--- src/rtl/core/palette_gradient_table_gen_top_assert.svh ---
// ----------------------------------------------------------------------------
// Assertion macros for the palette gradient table generator
// Checks compile away when SYNTH is defined.
// ----------------------------------------------------------------------------
`ifndef PALETTE_GRADIENT_TABLE_GEN_TOP_ASSERT_SVH
`define PALETTE_GRADIENT_TABLE_GEN_TOP_ASSERT_SVH
`ifndef SYNTH
// Plain clocked property, disabled in reset
`define PGTG_ASSERT(lbl, prop, msg) \
  lbl: assert property (@(posedge clk) disable iff (!rst_n) (prop)) else $error(msg);
// Same-cycle implication
`define PGTG_ASSERT_IMP(lbl, ante, cons, msg) \
  lbl: assert property (@(posedge clk) disable iff (!rst_n) (ante) |-> (cons)) \
    else $error(msg);
// Next-cycle implication
`define PGTG_ASSERT_NXT(lbl, ante, cons, msg) \
  lbl: assert property (@(posedge clk) disable iff (!rst_n) (ante) |=> (cons)) \
    else $error(msg);
`else
`define PGTG_ASSERT(lbl, prop, msg)
`define PGTG_ASSERT_IMP(lbl, ante, cons, msg)
`define PGTG_ASSERT_NXT(lbl, ante, cons, msg)
`endif
`endif

--- src/rtl/core/pgtg_pkg.sv ---
// ----------------------------------------------------------------------------
// pgtg_pkg
// Shared types and constants of the palette gradient table generator.
// ----------------------------------------------------------------------------
`default_nettype none

package pgtg_pkg;

  localparam int PALETTE_SLOTS_DEF = 8;

  localparam int COLOUR_W    = 15;
  localparam int CH_W        = 5;
  localparam int WEIGHT_W    = 6;
  localparam int ACCUM_W     = 11;
  localparam int REM_W       = 10;
  localparam int LINE_W      = 8;
  localparam int BASE_W      = 8;
  localparam int COUNT_W     = 4;
  localparam int ALPHA_W     = 6;
  localparam int ADDR_W      = 16;
  localparam int SLOT_IN_W   = 3;
  localparam int OPCODE_W    = 2;
  localparam int CFG_INDEX_W = 3;
  localparam int CFG_DATA_W  = 15;

  localparam int BLEND_STEPS  = 6;
  localparam int BLEND_STEP_W = 3;

  localparam int WEIGHT_FULL   = 32;
  localparam int RAMP_STEP     = 32;
  localparam int RESTORE_LIMIT = 223;

  // Opcodes
  localparam logic [OPCODE_W-1:0] OP_LOAD  = 2'd0;
  localparam logic [OPCODE_W-1:0] OP_START = 2'd1;
  localparam logic [OPCODE_W-1:0] OP_NEXT  = 2'd2;

  // Register indexes
  localparam logic [CFG_INDEX_W-1:0] CFG_PALETTE_BASE = 3'd0;
  localparam logic [CFG_INDEX_W-1:0] CFG_SLOT_COUNT   = 3'd1;
  localparam logic [CFG_INDEX_W-1:0] CFG_BLEND_TARGET = 3'd2;
  localparam logic [CFG_INDEX_W-1:0] CFG_BLEND_ALPHA  = 3'd3;
  localparam logic [CFG_INDEX_W-1:0] CFG_LINE_TOTAL   = 3'd4;

  typedef struct packed {
    logic [OPCODE_W-1:0]  opcode;
    logic [SLOT_IN_W-1:0] slot;
    logic [COLOUR_W-1:0]  source_colour;
  } pgtg_in_t;

  typedef struct packed {
    logic [ADDR_W-1:0]   address_word;
    logic [COLOUR_W-1:0] colour_word;
    logic                is_restore;
    logic                last;
  } pgtg_out_t;

  typedef struct packed {
    logic                start;
    logic [WEIGHT_W-1:0] w1;
    logic [WEIGHT_W-1:0] w2;
  } pgtg_blend_ctl_t;

  typedef struct packed {
    logic busy;
    logic done;
  } pgtg_blend_st_t;

endpackage

`default_nettype wire

--- src/rtl/core/pgtg_ram.sv ---
// ----------------------------------------------------------------------------
// pgtg_ram
// Generic single-write, single-read RAM with registered read data.
// ----------------------------------------------------------------------------
`default_nettype none

module pgtg_ram #(
  parameter int WIDTH = 15,
  parameter int DEPTH = 8,
  parameter int AW    = (DEPTH > 1) ? $clog2(DEPTH) : 1
) (
  input  wire logic             clk,
  input  wire logic             wr_en,
  input  wire logic [AW-1:0]    wr_addr,
  input  wire logic [WIDTH-1:0] wr_data,
  input  wire logic             rd_en,
  input  wire logic [AW-1:0]    rd_addr,
  output logic      [WIDTH-1:0] rd_data
);

  logic [WIDTH-1:0] mem [DEPTH];
  logic [WIDTH-1:0] rd_data_r;

  always_ff @(posedge clk) begin
    if (wr_en) begin
      mem[wr_addr] <= wr_data;
    end
    if (rd_en) begin
      rd_data_r <= mem[rd_addr];
    end
  end

  assign rd_data = rd_data_r;

endmodule

`default_nettype wire

--- src/rtl/core/pgtg_blend_unit.sv ---
// ----------------------------------------------------------------------------
// pgtg_blend_unit
// Sequential RGB555 blend over one shared 5x6 multiplier, six steps.
// ----------------------------------------------------------------------------
`default_nettype none

module pgtg_blend_unit import pgtg_pkg::*; (
  input  wire logic                  clk,
  input  wire logic                  rst_n,
  input  wire pgtg_blend_ctl_t       ctl,
  input  wire logic [COLOUR_W-1:0]   src_colour,
  input  wire logic [COLOUR_W-1:0]   tgt_colour,
  output pgtg_blend_st_t             st,
  output logic      [COLOUR_W-1:0]   colour
);

  logic [COLOUR_W-1:0]     src_r, tgt_r, colour_r;
  logic [WEIGHT_W-1:0]     w1_r, w2_r, part_r;
  logic [BLEND_STEP_W-1:0] step_r;
  logic                    busy_r, done_r;

  logic [1:0]               ch;
  logic [COLOUR_W-1:0]      field_src;
  logic [CH_W-1:0]          opa;
  logic [WEIGHT_W-1:0]      opb;
  logic [CH_W+WEIGHT_W-1:0] prod;
  logic [WEIGHT_W-1:0]      term, chan_sum;

  // even step: source * w1, odd step: target * w2
  always_comb begin
    ch        = step_r[2:1];
    field_src = step_r[0] ? tgt_r : src_r;
    opb       = step_r[0] ? w2_r : w1_r;
    unique case (ch)
      2'd0:    opa = field_src[CH_W-1:0];
      2'd1:    opa = field_src[2*CH_W-1:CH_W];
      2'd2:    opa = field_src[3*CH_W-1:2*CH_W];
      default: opa = '0;
    endcase
    prod     = opa * opb;
    term     = prod[CH_W+WEIGHT_W-1:CH_W];
    chan_sum = part_r + term;
  end

  always_ff @(posedge clk) begin
    if (!rst_n) begin
      busy_r <= 1'b0;
      done_r <= 1'b0;
      step_r <= '0;
    end else begin
      // one-cycle done pulse after the final step
      done_r <= busy_r && !ctl.start && (step_r == BLEND_STEP_W'(BLEND_STEPS - 1));
      if (ctl.start) begin
        busy_r <= 1'b1;
        step_r <= '0;
        src_r  <= src_colour;
        tgt_r  <= tgt_colour;
        w1_r   <= ctl.w1;
        w2_r   <= ctl.w2;
      end else if (busy_r) begin
        if (!step_r[0]) begin
          part_r <= term;
        end else begin
          unique case (ch)
            2'd0:    colour_r[CH_W-1:0]        <= chan_sum[CH_W-1:0];
            2'd1:    colour_r[2*CH_W-1:CH_W]   <= chan_sum[CH_W-1:0];
            default: colour_r[3*CH_W-1:2*CH_W] <= chan_sum[CH_W-1:0];
          endcase
        end
        if (step_r == BLEND_STEP_W'(BLEND_STEPS - 1)) begin
          busy_r <= 1'b0;
        end else begin
          step_r <= step_r + 1'b1;
        end
      end
    end
  end

  assign st.busy = busy_r;
  assign st.done = done_r;
  assign colour  = colour_r;

endmodule

`default_nettype wire

--- src/rtl/core/palette_gradient_table_gen_top.sv ---
// ---------------------------------------------------------------------------
// palette_gradient_table_gen_top: palette gradient table generator
// Load/start are taken only while idle. A restore pair reads the store and is pushed;
// a gradient pair also passes the 6-step shared multiplier and the
// one-add-per-cycle ramp loop before it is pushed.
// Sync active-low reset: idle, table done, config at reset values; store undefined.
// ---------------------------------------------------------------------------
`default_nettype none

`include "palette_gradient_table_gen_top_assert.svh"

module palette_gradient_table_gen_top import pgtg_pkg::*; #(
  parameter int PALETTE_SLOTS = PALETTE_SLOTS_DEF
) (
  input  wire logic                   clk,
  input  wire logic                   rst_n,
  // input channel
  input  wire logic                   in_valid,
  output logic                        in_stall,
  input  wire pgtg_in_t               in_data,
  // result channel
  output logic                        out_valid,
  input  wire logic                   out_stall,
  output pgtg_out_t                   out_data,
  // configuration
  input  wire logic                   cfg_wr_en,
  input  wire logic [CFG_INDEX_W-1:0] cfg_index,
  input  wire logic [CFG_DATA_W-1:0]  cfg_data
);

  // slot index width, and count width (holds PALETTE_SLOTS itself)
  localparam int SLOT_W = (PALETTE_SLOTS > 1) ? $clog2(PALETTE_SLOTS) : 1;
  localparam int CNT_W  = $clog2(PALETTE_SLOTS + 1);

  typedef enum logic [2:0] {S_IDLE, S_READ, S_MUL, S_RAMP, S_PUSH} state_t;
  typedef enum logic [1:0] {PH_DONE, PH_GRAD, PH_REST} phase_t;

  state_t state_r;
  phase_t phase_r;

  // configuration registers
  logic [BASE_W-1:0]   palette_base_r;
  logic [COUNT_W-1:0]  slot_count_r;
  logic [COLOUR_W-1:0] blend_target_r;
  logic [ALPHA_W-1:0]  blend_alpha_r;
  logic [LINE_W-1:0]   line_total_r;

  // ramp state
  logic [LINE_W-1:0]        line_index_r;
  logic signed [REM_W-1:0]  rem_r;
  logic [ACCUM_W-1:0]       weight_r;
  logic [SLOT_W-1:0]        slot_index_r;

  // pending pair, filled while the transaction is worked on
  logic [ADDR_W-1:0]   pend_addr_r;
  logic [COLOUR_W-1:0] pend_colour_r;
  logic                pend_rest_r;
  logic                pend_last_r;

  // output register parts the two channels
  pgtg_out_t out_data_r;
  logic      out_valid_r;

  logic [COLOUR_W-1:0] rd_data;
  logic [COLOUR_W-1:0] blend_colour;
  pgtg_blend_ctl_t     blend_ctl;
  pgtg_blend_st_t      blend_st;

  logic [CNT_W-1:0]  eff_n;
  logic              rest_follows;
  logic              accept, do_next, grad_over, slot_wrap, load_ok;
  logic              push_go;
  phase_t            ph_eff;
  logic [SLOT_W-1:0] slot_eff, slot_use;
  logic [ADDR_W-1:0] addr_calc;
  logic              grad_last, rest_last;
  logic [CNT_W-1:0]  use_inc, step_inc;
  logic [SLOT_W-1:0] slot_step_nxt;
  logic              slot_step_wrap;
  logic [LINE_W-1:0] line_index_nxt;
  logic [WEIGHT_W-1:0] w2_raw, w2, w1;

  always_comb begin
    // effective slot count, clamped to 1..PALETTE_SLOTS
    if (slot_count_r == '0) begin
      eff_n = CNT_W'(1);
    end else if (8'(slot_count_r) > 8'(PALETTE_SLOTS)) begin
      eff_n = CNT_W'(PALETTE_SLOTS);
    end else begin
      eff_n = CNT_W'(slot_count_r);
    end
    rest_follows = line_total_r < (8'(RESTORE_LIMIT) - 8'(eff_n));

    accept  = in_valid && (state_r == S_IDLE);
    do_next = accept && (in_data.opcode == OP_NEXT);
    load_ok = accept && (in_data.opcode == OP_LOAD) &&
              (8'(in_data.slot) < 8'(PALETTE_SLOTS));

    // gradient ran out of lines before this transaction: hand over first
    grad_over = (phase_r == PH_GRAD) && (line_index_r >= line_total_r);
    if (grad_over) begin
      ph_eff   = rest_follows ? PH_REST : PH_DONE;
      slot_eff = '0;
    end else begin
      ph_eff   = phase_r;
      slot_eff = slot_index_r;
    end
    slot_wrap = CNT_W'(slot_eff) >= eff_n;
    slot_use  = slot_wrap ? '0 : slot_eff;

    addr_calc = {palette_base_r + BASE_W'(slot_use), 8'h00};
    grad_last = ({1'b0, line_index_r} + 9'd1 == {1'b0, line_total_r}) && !rest_follows;
    use_inc   = CNT_W'(slot_use) + CNT_W'(1);
    rest_last = use_inc >= eff_n;

    // slot advance after a pair
    step_inc       = CNT_W'(slot_index_r) + CNT_W'(1);
    slot_step_wrap = step_inc >= eff_n;
    slot_step_nxt  = slot_step_wrap ? '0 : SLOT_W'(step_inc);
    line_index_nxt = line_index_r + 1'b1;

    // weights, w2 saturating at full scale
    w2_raw = weight_r[ACCUM_W-1:ACCUM_W-WEIGHT_W];
    w2     = (w2_raw > WEIGHT_W'(WEIGHT_FULL)) ? WEIGHT_W'(WEIGHT_FULL) : w2_raw;
    w1     = WEIGHT_W'(WEIGHT_FULL) - w2;

    blend_ctl.start = (state_r == S_READ) && !pend_rest_r;
    blend_ctl.w1    = w1;
    blend_ctl.w2    = w2;

    // output register free, or emptied at this edge
    push_go = (state_r == S_PUSH) && (!out_valid_r || !out_stall);
  end

  assign in_stall  = (state_r != S_IDLE);
  assign out_valid = out_valid_r;
  assign out_data  = out_data_r;

  // source colour store
  pgtg_ram #(
    .WIDTH (COLOUR_W),
    .DEPTH (PALETTE_SLOTS),
    .AW    (SLOT_W)
  ) u_store (
    .clk     (clk),
    .wr_en   (load_ok),
    .wr_addr (SLOT_W'(in_data.slot)),
    .wr_data (in_data.source_colour),
    .rd_en   (do_next),
    .rd_addr (slot_use),
    .rd_data (rd_data)
  );

  pgtg_blend_unit u_blend (
    .clk        (clk),
    .rst_n      (rst_n),
    .ctl        (blend_ctl),
    .src_colour (rd_data),
    .tgt_colour (blend_target_r),
    .st         (blend_st),
    .colour     (blend_colour)
  );

  always_ff @(posedge clk) begin
    if (!rst_n) begin
      state_r        <= S_IDLE;
      phase_r        <= PH_DONE;
      line_index_r   <= '0;
      rem_r          <= '0;
      weight_r       <= '0;
      slot_index_r   <= '0;
      out_valid_r    <= 1'b0;
      palette_base_r <= '0;
      slot_count_r   <= COUNT_W'(1);
      blend_target_r <= '0;
      blend_alpha_r  <= '0;
      line_total_r   <= LINE_W'(224);
    end else begin
      // register writes; to be made only while idle, which the block does not enforce (no interlock)
      if (cfg_wr_en) begin
        unique case (cfg_index)
          CFG_PALETTE_BASE: palette_base_r <= cfg_data[BASE_W-1:0];
          CFG_SLOT_COUNT:   slot_count_r   <= cfg_data[COUNT_W-1:0];
          CFG_BLEND_TARGET: blend_target_r <= cfg_data[COLOUR_W-1:0];
          CFG_BLEND_ALPHA:  blend_alpha_r  <= cfg_data[ALPHA_W-1:0];
          CFG_LINE_TOTAL:   line_total_r   <= cfg_data[LINE_W-1:0];
          default: ;
        endcase
      end

      // output register: set on push, cleared once taken
      if (push_go) begin
        out_valid_r <= 1'b1;
      end else if (!out_stall) begin
        out_valid_r <= 1'b0;
      end

      unique case (state_r)
        S_IDLE: begin
          if (accept && (in_data.opcode == OP_START)) begin
            line_index_r <= '0;
            rem_r        <= '0;
            weight_r     <= '0;
            slot_index_r <= '0;
            phase_r      <= PH_GRAD;
          end else if (do_next) begin
            priority if (ph_eff == PH_GRAD) begin
              phase_r      <= ph_eff;
              slot_index_r <= slot_use;
              pend_rest_r  <= 1'b0;
              pend_last_r  <= grad_last;
              pend_addr_r  <= addr_calc;
              state_r      <= S_READ;
            end else if ((ph_eff == PH_REST) && !slot_wrap) begin
              phase_r      <= ph_eff;
              slot_index_r <= slot_eff;
              pend_rest_r  <= 1'b1;
              pend_last_r  <= rest_last;
              pend_addr_r  <= addr_calc;
              state_r      <= S_READ;
            end else begin
              // nothing to emit: restore ran past the count, or table done
              phase_r      <= PH_DONE;
              slot_index_r <= slot_eff;
            end
          end
        end
        S_READ: begin
          if (pend_rest_r) begin
            pend_colour_r <= rd_data;
            slot_index_r  <= slot_step_nxt;
            if (slot_step_wrap) begin
              phase_r <= PH_DONE;
            end
            state_r <= S_PUSH;
          end else begin
            state_r <= S_MUL;
          end
        end
        S_MUL: begin
          if (blend_st.done) begin
            pend_colour_r <= blend_colour;
            rem_r         <= rem_r - REM_W'(RAMP_STEP);
            state_r       <= S_RAMP;
          end
        end
        S_RAMP: begin
          // Bresenham step: one add of line_total per cycle while negative
          if (rem_r[REM_W-1]) begin
            rem_r    <= rem_r + $signed({2'b00, line_total_r});
            weight_r <= weight_r + ACCUM_W'(blend_alpha_r);
          end else begin
            line_index_r <= line_index_nxt;
            if (line_index_nxt >= line_total_r) begin
              slot_index_r <= '0;
              phase_r      <= rest_follows ? PH_REST : PH_DONE;
            end else begin
              slot_index_r <= slot_step_nxt;
            end
            state_r <= S_PUSH;
          end
        end
        S_PUSH: begin
          if (push_go) begin
            out_data_r.address_word <= pend_addr_r;
            out_data_r.colour_word  <= pend_colour_r;
            out_data_r.is_restore   <= pend_rest_r;
            out_data_r.last         <= pend_last_r;
            state_r                 <= S_IDLE;
          end
        end
        default: state_r <= S_IDLE;
      endcase
    end
  end

  // blend result is only expected while waiting for it
  `PGTG_ASSERT_IMP(a_blend_done_in_mul, blend_st.done, state_r == S_MUL, "blend done outside wait")
  // the wait for the blend never stalls on an idle unit
  `PGTG_ASSERT_IMP(a_mul_unit_active, state_r == S_MUL, blend_st.busy || blend_st.done, "blend unit idle in wait")
  // a pending result is never overwritten
  `PGTG_ASSERT_NXT(a_push_holds, (state_r == S_PUSH) && out_valid_r && out_stall, state_r == S_PUSH, "push overran pending result")
  // remainder stays within one ramp step below zero
  `PGTG_ASSERT(a_rem_bound, rem_r >= -10'sd32, "ramp remainder out of range")

endmodule

`default_nettype wire
--- config.mk ---
export PLATFORM = sky130hd
export DESIGN_NAME = palette_gradient_table_gen_top
export DESIGN_NICKNAME = d
export VERILOG_FILES = /design/src/rtl/core/pgtg_pkg.sv /design/src/rtl/core/pgtg_ram.sv /design/src/rtl/core/pgtg_blend_unit.sv /design/src/rtl/core/palette_gradient_table_gen_top.sv
export VERILOG_INCLUDE_DIRS = /design/src /design/src/rtl/core
export SDC_FILE = /design/constraint.sdc
export NUM_CORES = 1
export LEC_CHECK = 0
export ABC_AREA = 1
export BUFFER_PORTS_ARGS = -buffer_cell sky130_fd_sc_hd__buf_2
export CAP_MARGIN = 20
export CORE_ASPECT_RATIO = 0.7
export CORE_UTILIZATION = 50
export DETAILED_ROUTE_END_ITERATION = 8
export HOLD_SLACK_MARGIN = 0.08
export PLACE_DENSITY = 0.63
export SLEW_MARGIN = 30
export SYNTH_ARGS = -nofsm -noshare
export SYNTH_HDL_FRONTEND = slang
export SYNTH_SLANG_ARGS = --single-unit
--- constraint.sdc ---
create_clock -name clk -period 7 [get_ports clk]
set_input_delay 1.4 -clock clk [delete_from_list [all_inputs] [get_ports clk]]
set_output_delay 1.4 -clock clk [all_outputs]
set_load 0.02 [all_outputs]
---- After elaboration in Yosys (flattened, before gate mapping) ----
Memories as Yosys holds them, arrays and structs flattened. A register that Yosys moved wholly into a read port is not among the register bits.
Cells that the tools add are included.
word-level totals
  register bits ........................... 196
  logic and storage cells ................. 203
  bits in writable memories ............... 120
  input bits .............................. 43
  memories kept ........................... 1
  output and inout bits ................... 35
operators by class
  add/sub/neg operators ................... 12
  multiplexer cells ....................... 61
  bitwise logic cells ..................... 6
  $mul .................................... 1
  order comparisons ....................... 8
  equality and inequality tests ........... 30
  reduce and logical (&&, ||, !) cells .... 52
memory list
  memory       depth  width  rd ports  clocked after memory_dff  wr ports  RTL line        text
  u_store.mem  8      15     1         1                         1         pgtg_ram.sv:21  logic [WIDTH-1:0] mem [DEPTH];
operators with widths
  cell                                                 count
  two-way mux 3 bit                                    17
  two-way mux 15 bit                                   3
  two-way mux 16 bit                                   2
  two-way mux 10 bit                                   3
  one-hot mux 10 bit (3 select lines)                  1
  one-hot mux 15 bit (2 select lines)                  1
  two-way mux 11 bit                                   2
  one-hot mux 11 bit (2 select lines)                  1
  two-way mux 2 bit                                    10
  AND reduction 5 bit                                  4
  greater-or-equal comparator 8 bit                    2
  two-way mux 8 bit                                    2
  != test 2 bit, second input constant                 8
  one-hot mux 8 bit (2 select lines)                   1
  AND reduction 4 bit                                  4
  one-hot mux 3 bit (5 select lines)                   1
  one-hot mux 5 bit (3 select lines)                   1
  AND reduction 2 bit                                  7
  equality test 3 x 2 -> 1 bit, second input constant  4
  two-way mux 6 bit                                    2
  AND reduction 3 bit                                  4
  AND reduction 6 bit                                  2
  adder 11 x 6 -> 11 bit                               1
  logical AND 1 bit                                    11
  other kinds (37)                                     76

---- Logic depth before layout (Yosys ltp) ----
Gate-level depths: netlist of the first run.
  word-level depth ........................ 14
  depth in mapped cells ................... 26
  mapped depth without buffers ............ 24

---- Cells and area by module ----
Synthesis of the first run repeated with hierarchy kept, for this count alone.
second synthesis, totals
  cell total of the unflattened synthesis .. 1750
  area, all modules ....................... 16301.9 µm²
modules (own cells, without submodules)
  module                          seq. area each (µm²)  cells each  area each (µm²)  times used
  palette_gradient_table_gen_top  3083.0                872         6998.0           1
  pgtg_ram                        4053.9                552         5766.8           1
  pgtg_blend_unit                 1961.9                326         3537.1           1

---- Worst setup path after synthesis of the first run ----
OpenSTA, ideal clock, no wires.
  path type ............................... reg2reg
  start point ............................. reg u_blend.step_r[0]
  end point ............................... reg u_blend.colour_r[14], in the netlist u_blend.colour[14], data pin
  stages on the path, launching flop included .. 21
  slack ................................... 1.959 ns
  library setup time ...................... 0.261 ns
  buffers on the path ..................... 2
  arrival time ............................ 4.780 ns
  clock period less this slack ............ 5.041 ns
  data required time ...................... 6.739 ns
  path through ............................ dfxtp_1 buf_6 clkbuf_1 o21ai_0 o221ai_1 nand2_1 fa_1 fa_1 inv_1 fa_1 ha_1 or2_2 nand2_1 xor2_1 ha_1 fa_1 nand3_1 nand2_1 xnor2_1 nand3b_1 nand2_1
on the way
  cells in the longest elaborated chain, start to end .. 4
  elaborated cells between the ends (all ways) .. 5
  those cells by class .................... add/sub: 1; mul: 1; mux: 3
ends and longest elaborated chain
  what                                RTL line               text
  start, declared                     pgtg_blend_unit.sv:19  logic [BLEND_STEP_W-1:0] step_r;
  start signal, assigned              pgtg_blend_unit.sv:73  step_r <= step_r + 1'b1;
  two-way mux 15 bit                  pgtg_blend_unit.sv:32  field_src = step_r[0] ? tgt_r : src_r;
  one-hot mux 5 bit (3 select lines)  pgtg_blend_unit.sv:34  unique case (ch)
  multiplier 5 x 6 -> 10 bit *        pgtg_blend_unit.sv:40  prod = opa * opb;
  named net u_blend.prod[5]           pgtg_blend_unit.sv:26  logic [CH_W+WEIGHT_W-1:0] prod;
  adder 5 bit *                       pgtg_blend_unit.sv:42  chan_sum = part_r + term;
  named net u_blend.chan_sum[4]       pgtg_blend_unit.sv:27  logic [WEIGHT_W-1:0] term, chan_sum;
  end signal, assigned by index       pgtg_blend_unit.sv:65  2'd0: colour_r[CH_W-1:0] <= chan_sum[CH_W-1:0];
  end signal, assigned by index       pgtg_blend_unit.sv:66  2'd1: colour_r[2*CH_W-1:CH_W] <= chan_sum[CH_W-1:0];
  end signal, assigned by index       pgtg_blend_unit.sv:67  default: colour_r[3*CH_W-1:2*CH_W] <= chan_sum[CH_W-1:0];
  end, declared                       pgtg_blend_unit.sv:17  logic [COLOUR_W-1:0] src_r, tgt_r, colour_r;
Mark *: on every way through the listed nets, which the timed path passes. The rest lies on a longest branch.
A chain may end at the register's enable or synchronous reset.

---- Worst setup path in the final report of the first run ----
  start point ............................. reg u_blend.step_r[0]
  end point ............................... reg u_blend.colour_r[4], in the netlist u_blend.colour[4], data pin
The elaborated chain is that of the path after synthesis.

==> flow_summary.ini, run 1 <==
[clock_tree]
cts_root_buffer = clkbuf_16
ctsHoldBuffers = 0
cts.reportedPaths.clkPinSlew_ns = 0.06
cts_tree = built
cts_htree_levels = 2
cts_buffer_depth = 3
cts.sinks = 330
worst_skew_pair.late_latency_ns = 0.51
numCtsBuffers = 34
cts_resized = 0
post_cts_buffers = 0

[routing]
viasPerCell = 5.18
firstDrtPassIters = 8
vias = 10800
wire_per_inst_microns = 16.9
drt_wl_total_mm = 35.2
drt_iter0_markers = 799
ant_nets = 0
drc_errors = 0

[pwr]
powerDensity_nw_per_um2 = 249
irDropWorstVdd_v = 0.000177
pwr-share-seq_pct = 48.9
p_sw_share_pct = 23.5
power.leakage_nw = 7.62
power_frac_comb_pct = 9.2
power_mw = 4.42
power.internal_mw = 3.38
power.switching_mw = 1.04
clkPwrFrac_pct = 41.9

[hold_path]
min_to = out_data[0]
hp-start = pend_last_r
hp-class = reg2reg
whs_path_depth = 0

[place]
portBuffers = 69
post_dp_cell_area_sq_um = 16600
place_congestion = 0.906
hpwl_mm = 24.6

[die]
start_util_pct = 51.7
io_pins = 78
row_count = 53
design.core.area_sq_um = 30500
dieWidth_microns = 214
dieArea_sq_um = 32200
die_y_microns = 151

[layout]
mostFrequentLayoutCells = nand2_1, edfxtp_1, inv_1
fin_nets = 1778
final_common_cell = nand2_1
utilization_pct = 58.2
area_delta_synth_final_pct = 12.6
drive_gt1_share_pct = 12.9
final_area_sq_um = 17800
diodes = 0
fillers = 2612

[global_routing]
grt_use_total_pct = 22.3
grt_remaining_overflow = 0
grt_pass1_vias = 10100
grt_pass1_wl_mm = 55.6
grt_max_degree = 108
antenna_found_initial = 0

[worst_setup_path]
end_kind = flop
rrSetupSlack_ns = 1.23
path_max_fanout = 26
critical_path_class = reg2reg
r2r-end = u_blend.colour[4]
rr_startpoint = u_blend.step_r[0]
startpoint_type = flop
reg2reg_depth = 21
crit_required_ns = 7.26
worstPathArrival_ns = 6.03

[sta]
drv_slew = 0
rsz0062_at_grt = no
fin_crit_sh_pct = 82.5
setup_tns_ns = 0
fmax_ghz = 0.173
clock_skew_ns = 0.0134
maxSlewHeadroom_pct = 45.3
hold_violations = 0
fin_crit_ns = 5.77
setup_viol = 0
tightest_slew_ns = 0.815

[yosys]
synth_cell_types = 58
postSynthAreaPerCell_sq_um = 10.1
synthCells = 1567
ys_warn_count = 0
syn-cell-area_sq_um = 15800
yosysSeqAreaShare_pct = 57.6
ys_ff_latch = 330

[status]
status = finished clean

[job]
max-cap-violations = 0
-- synthesized netlist by cell type (all sizes together) --
master / instances / area [sq um]
or2: 35 / 219
inv: 195 / 732
nor3: 20 / 128
o221ai: 5 / 50.0
a221oi: 1 / 8.76
conb: 1 / 3.75
nor2: 149 / 647
and3: 1 / 6.26
dfxtp: 84 / 1680
o2111ai: 1 / 8.76
a21boi: 2 / 15.0
nor3b: 2 / 15.0
nand2: 357 / 1360
o21ai: 78 / 402
nand3: 51 / 295
fa: 14 / 280
a21oi: 79 / 399
a21o: 1 / 7.51
o211ai: 53 / 398
nand4: 10 / 75.1
a22o: 1 / 8.76
buf: 28 / 165
ha: 74 / 926
nand3b: 5 / 37.5
o21a: 2 / 15.0
nor4: 3 / 18.8
o21bai: 3 / 22.5
a31oi: 6 / 37.5
a22oi: 2 / 15.0
o221a: 1 / 11.3
clkbuf: 23 / 87.6
xnor2: 7 / 61.3
xor2: 25 / 219
edfxtp: 246 / 7390
clkinv: 1 / 3.75
a211oi: 1 / 7.51
-- how the worst max path moves through the flow --
| stage | from | to | slack (ns) | depth (start not counted) |
|---|---|---|---|---|
| 2_1_floorplan | u_blend.step_r[0] | u_blend.colour[14] | 1.96 | 20 |
| 3_3_place_gp | u_blend.step_r[0] | u_blend.colour[14] | 1.42 | 21 |
| 3_5_place_dp | u_blend.step_r[0] | u_blend.colour[14] | 1.29 | 21 |
| 4_1_cts | u_blend.step_r[0] | u_blend.colour[4] | 1.25 | 21 |
| 5_1_grt | u_blend.step_r[0] | u_blend.colour[4] | 0.88 | 20 |
| 6_report | u_blend.step_r[0] | u_blend.colour[4] | 1.23 | 21 |
-- per-layer routing --
metal	up-vias	global-route usage, %	share of wire (%)
met3	52	3.35	5.2
met1	5064	33.7	50
li1	5411	-	-
met2	270	34.0	43
met5	-	0	0
met4	0	4.71	1.6
-- sequential cells by signal, indices dropped and copies added (netlist names), 5 cells and up --
name,cells
line_total_r,8
u_blend.tgt_r,15
u_store.rd_data,15
u_blend.colour,15
palette_base_r,8
u_blend.src_r,15
u_blend.part_r,5
u_store.mem,120
pend_colour_r,15
blend_alpha_r,6
line_index_r,8
blend_target_r,15
weight_r,11
out_data,25
rem_r,10
u_blend.w1_r,5
pend_addr_r,8
u_blend.w2_r,6
-- per-stage QoR --
step	hold slack (ns)	worst slack [ns]	cells
after floorplan	0.400	1.96	1574
after global placement	0.402	1.42	2020
after detailed placement	0.405	1.29	2022
after CTS	0.417	1.25	2084
after global routing	0.420	0.882	2085
final	0.417	1.23	2085
-- cells by family after synthesis --
kind of cell	after synthesis	share of synthesized area, %
DFF	330	57.6
AOI/OAI and AO/OA	236	8.92
and+or+nand+nor	633	17.8
other	1	0.0238
xor gates and xnor gates	32	1.78
adders and majority gates	88	7.65
buffers and inverters	247	6.27
-- critical path, stage by stage, from the launching register on --
cell and delay [ns]:
dfxtp_1 0.83, inv_2 0.31, nor2_1 0.16, nor2_1 0.06, o21ai_0 0.08, o221ai_1 0.32
nand2_1 0.18, fa_1 0.46, fa_1 0.55, inv_1 0.06, fa_1 0.47, ha_1 0.31
or2_2 0.31, nand2_1 0.11, xor2_1 0.09, ha_1 0.22, fa_1 0.41, nand3_1 0.09
nand2_1 0.07, xnor2_1 0.19, nand3b_1 0.14, nand2_1 0.08
-- power groups by stage --
| stage | Combinational (mW) | Sequential (mW) | Clock [mW] |
|---|---|---|---|
| floorplan | 0.286 | 2.20 | 0 |
| global placement | 0.399 | 2.20 | 0 |
| detailed placement | 0.406 | 2.20 | 0 |
| CTS | 0.408 | 2.16 | 1.89 |
| global route | 0.461 | 2.16 | 1.96 |
| finish | 0.407 | 2.16 | 1.85 |
-- area by class of cell --
| type | instances | area, sq um | area share, % |
|---|---|---|---|
| Sequential cell | 330 | 9070 | 51.1 |
| Multi-Input combinational cell | 997 | 5760 | 32.5 |
| Clock buffer | 40 | 937 | 5.28 |
| Inverter | 196 | 736 | 4.14 |
| Timing Repair Buffer | 88 | 519 | 2.93 |
| Tap cell | 412 | 515 | 2.90 |
| Clock inverter | 22 | 213 | 1.20 |
No activity file was read; power rests on OpenSTA's default activity.
==> run 2, diff against run 1 <==
Clock period 7 ns to 5.5 ns, I/O delays scaled along.
==> flow_summary.ini, run 2 (synthesized netlist as in run 1, its figures left out) <==
[status]
status = finished clean

[die]
design.core.area_sq_um = 30500
row_count = 53
dieArea_sq_um = 32200
die_y_microns = 151
dieWidth_microns = 214
start_util_pct = 51.7
io_pins = 78

[clock_tree]
cts_htree_levels = 2
post_cts_buffers = 0
cts.sinks = 330
cts_buffer_depth = 3
cts.reportedPaths.clkPinSlew_ns = 0.06
cts_tree = built
cts_root_buffer = clkbuf_16
numCtsBuffers = 34
worst_skew_pair.late_latency_ns = 0.52

[routing]
wire_per_inst_microns = 16.8
firstDrtPassIters = 5
drt_iter0_markers = 885
drc_errors = 0
viasPerCell = 5.21
vias = 10900
ant_nets = 0
drt_wl_total_mm = 35.1

[layout]
fillers = 2598
mostFrequentLayoutCells = nand2_1, edfxtp_1, inv_1
utilization_pct = 58.4
final_common_cell = nand2_1
largest_reg_flops = 120
drive_gt1_share_pct = 13.0
fin_nets = 1781
diodes = 0
regMostFlops = u_store.mem
area_delta_synth_final_pct = 13.1

[global_routing]
grt_pass1_vias = 10100
antenna_found_initial = 0
grt_use_total_pct = 22.2
grt_remaining_overflow = 0
grt_pass1_wl_mm = 55.3
grt_max_degree = 107

[worst_setup_path]
startpoint_type = flop
crit_required_ns = 5.76
reg2reg_depth = 20
r2r-end = u_blend.colour[4]
critical_path_class = reg2reg
slowest_delay_ns = 0.56
cpMostUsedCell = nand2_1
rr_startpoint = u_blend.step_r[2]
rrSetupSlack_ns = 0.39
end_kind = flop
crit_path_top_delay_cell = fa_1
path_max_fanout = 6
crit_chain = nand2_1 -> inv_1 -> o21ai_0 -> o221ai_2 -> nand2_1 -> fa_1 -> fa_1 -> inv_1 -> fa_1 -> ha_1 -> or2_2 -> nand2_1 -> xor2_1 -> ha_1 -> fa_1 -> nand3_1 -> nand2_1 -> xnor2_1 -> nand3b_1 -> nand2_1
worstPathArrival_ns = 5.37

[sta]
drv_slew = 0
fmax_ghz = 0.196
tightest_slew_ns = 0.884
setup_tns_ns = 0
setup_viol = 0
fin_crit_ns = 5.11
rsz0062_at_grt = no
hold_violations = 0
maxSlewHeadroom_pct = 40.6
fin_crit_sh_pct = 93.0
clock_skew_ns = 0.0149

[pwr]
powerDensity_nw_per_um2 = 322
power.leakage_nw = 7.66
irDropWorstVdd_v = 0.000213

[job]
max-cap-violations = 0

[place]
portBuffers = 69
hpwl_mm = 24.4
place_congestion = 0.917

[hold_path]
whs_path_depth = 0
hp-class = reg2reg
hp-start = pend_colour_r[9]
min_to = out_data[11]
==> run 2: cell types whose count changed in the layout (fill, tap and decap cells not counted) <==
cell        change
buf_8           +1
clkbuf_8        +3
o221ai_2        +2
clkinvlp_4      -3
bufinv_16       +1
inv_6           +1
clkbuf_1        +7
buf_6           -1
buf_16          -1
o221ai_1        -2
clkinv_2        -4
clkinv_1        -5
buf_4           +4
==> run 2: final cells by class <==
cell class                 instances  area, sq um  area share, %
inverter                         196          736           4.13
timing repair buffer              91          526           2.95
tap                              412          515           2.89
clock inverter                    12          190           1.07
sequential                       330         9070           50.9
clock buffer                      50         1000           5.64
multi-input combinational        997         5770           32.4
==> run 2: worst max path at each step <==
stage	startpoint	to	slack, ns	cells after the start
2_1_floorplan	u_blend.step_r[0]	u_blend.colour[14]	0.46	20
3_3_place_gp	u_blend.step_r[1]	u_blend.colour[4]	0.45	20
3_5_place_dp	u_blend.step_r[2]	u_blend.colour[9]	0.35	21
4_1_cts	u_blend.step_r[2]	u_blend.colour[9]	0.28	21
5_1_grt	u_blend.step_r[2]	u_blend.colour[9]	0.009	21
6_report	u_blend.step_r[2]	u_blend.colour[4]	0.39	20
==> run 2: through the flow <==
stage	cell area [sq um]	power [mW]	setup slack, ns	hold slack [ns]	std cells
after floorplan	15800	3.16	0.459	0.400	1574
after CTS	17800	5.78	0.281	0.419	2087
final	17800	5.73	0.385	0.417	2088
after global routing	17800	5.94	0.00921	0.428	2088
after global placement	16600	3.31	0.448	0.403	2024
after detailed placement	16600	3.32	0.348	0.405	2025
==> run 2: what timing repair did <==
action                                  CTS  global route
endpoints found under the setup margin    0             3
hold buffers                              0             0
resized for setup                         0             2
==> run 2: critical path: cells and delay by family, from the launching register on <==
kind | cells | cell delay (ns)
simple gates | 8 | 1.03
flops | 1 | 0.43
fa+ha+maj | 6 | 2.50
compound gates | 2 | 0.46
buf+inv | 2 | 0.16
xor+xnor | 2 | 0.27
==> run 2: where the power goes <==
part | switching, mW | internal [mW]
clock | 0.946 | 1.51
sequential | 0.0268 | 2.72
combinational | 0.358 | 0.168
total | 1.33 | 4.40
==> run 2: layer usage <==
layer	share of wire (%)	track usage, %
met1	50	33.9
met2	42	32.7
met4	2.3	6.75
met5	0	0
met3	5.4	3.07
==> run 3, diff against run 2 <==
Settings changed: CORE_UTILIZATION 50 to 33, PLACE_DENSITY 0.63 to 0.44, SLEW_MARGIN 30 to 20.
==> flow_summary.ini, run 3 (synthesized netlist as in run 1, its figures left out) <==
[status]
status = finished clean

[pwr]
powerDensity_nw_per_um2 = 313
clkPwrFrac_pct = 41.6
power.switching_mw = 1.42
power_mw = 5.64
power_frac_comb_pct = 9.7
power.internal_mw = 4.22
p_sw_share_pct = 25.2
pwr-share-seq_pct = 48.7
power.leakage_nw = 7.63
irDropWorstVdd_v = 0.000201

[clock_tree]
cts_resized = 0
post_cts_buffers = 0
cts_htree_levels = 2
numCtsBuffers = 37
cts.reportedPaths.clkPinSlew_ns = 0.06
worst_skew_pair.late_latency_ns = 0.54
cts_tree = built
ctsHoldBuffers = 0
cts_buffer_depth = 3
cts_root_buffer = clkbuf_16
cts.sinks = 330

[worst_setup_path]
rr_startpoint = u_blend.step_r[0]
crit_path_top_delay_cell = fa_1
critical_path_class = reg2reg
path_max_fanout = 21
crit_chain = inv_2 -> nor2_1 -> o221ai_2 -> nand2_1 -> fa_1 -> fa_1 -> inv_1 -> fa_1 -> ha_1 -> or2_2 -> nand2_1 -> xor2_1 -> ha_1 -> fa_1 -> nand3_1 -> nand2_1 -> xnor2_1 -> nand3b_1 -> nand2_1
startpoint_type = flop
worstPathArrival_ns = 5.36
cp_top_family = adder cells
cp.buffers_inverters = 2
rrSetupSlack_ns = 0.40
r2r-end = u_blend.colour[9]
end_kind = flop
slowest_delay_ns = 0.54
reg2reg_depth = 19
crit_required_ns = 5.76

[layout]
drive_gt1_share_pct = 13.1
fillers = 4652
regMostFlops = u_store.mem
area_delta_synth_final_pct = 14.3
final_common_cell = nand2_1
multiInputGateArea_sq_um = 5780
mostFrequentLayoutCells = nand2_1, edfxtp_1, inv_1
regArea_sq_um = 9070
largest_reg_flops = 120
fin_nets = 1783

[die]
dieArea_sq_um = 48600
io_pins = 78
design.core.area_sq_um = 46700
die_y_microns = 185
row_count = 66
start_util_pct = 33.7
dieWidth_microns = 263

[global_routing]
antenna_found_initial = 3
grt_pass1_wl_mm = 60.4
grt_use_total_pct = 16.3
grt_pass1_vias = 10200
grt_max_degree = 106
grt_remaining_overflow = 0

[sta]
fin_ws_ns = 0.396
clock_skew_ns = 0.0234
fin_crit_sh_pct = 92.8
setup_tns_ns = 0
hold_violations = 0
rsz0062_at_grt = no
fmax_ghz = 0.196
maxSlewHeadroom_pct = 31.0
setup_viol = 0
tightest_slew_ns = 1.03
fin_crit_ns = 5.10
drv_slew = 0

[place]
portBuffers = 69
place_congestion = 0.846
hpwl_mm = 27.3
post-place-ws_ns = 0.238

[routing]
viasPerCell = 4.67
firstDrtPassIters = 5
wire_per_inst_microns = 17.0
drt_wl_total_mm = 38.9
ant_nets = 0
drc_errors = 0
vias = 10700
drt_iter0_markers = 651

[hold_path]
hp-start = pend_colour_r[3]
whs_path_depth = 0
min_to = out_data[5]
hp-class = reg2reg

[job]
max-cap-violations = 0
==> run 3: cell count changes in the layout (fill, tap and decap cells not counted), sizes merged <==
| cell | delta |
|---|---|
| clkinv | +11 |
| bufinv | -4 |
| clkbuf | -2 |
| buf | -1 |
| diode | +1 |
| inv | +1 |
==> run 3: stage by stage <==
stage	cells	utilization, %	instance area (sq um)	hold WS [ns]
floorplan	1574	-	15800	0.400
global placement	2224	36.0	16800	0.404
detailed placement	2225	36.0	16800	0.407
CTS	2293	38.5	18000	0.418
global route	2293	38.5	18000	0.425
finish	2294	38.5	18000	0.417
==> run 3: cell type report <==
class | count | area share, %
clock buffers | 48 | 5.48
inverters | 196 | 4.09
clock inverters | 20 | 0.862
well taps | 612 | 4.25
flip-flops and latches | 330 | 50.4
repair buffers | 90 | 2.84
diodes | 1 | 0.0139
multi-input cells | 997 | 32.1
==> run 3: per-layer routing <==
metal	global-route usage (%)	wire length [microns]	vias up	share of wire [%]
li1	-	-	5459	-
met1	24.8	20600	5009	53
met2	23.2	15700	184	40
met3	3.23	1870	52	4.8
met4	4.09	703	4	1.8
met5	0	28	-	0.072
==> run 3: worst max path at each step <==
| stage | startpoint | to | cells after the start |
|---|---|---|---|
| after floorplan | u_blend.step_r[0] | u_blend.colour[14] | 20 |
| after global placement | u_blend.step_r[0] | u_blend.colour[14] | 21 |
| after detailed placement | u_blend.step_r[0] | u_blend.colour[14] | 21 |
| after CTS | u_blend.step_r[0] | u_blend.colour[14] | 21 |
| after global routing | u_blend.step_r[0] | u_blend.colour[4] | 18 |
| final | u_blend.step_r[0] | u_blend.colour[9] | 19 |
==> run 3: power groups by stage <==
stage	clock network (mW)	logic [mW]	registers [mW]
floorplan	0	0.364	2.79
global placement	0	0.543	2.80
detailed placement	0	0.548	2.80
CTS	2.42	0.551	2.75
global route	2.53	0.620	2.75
finish	2.35	0.545	2.75
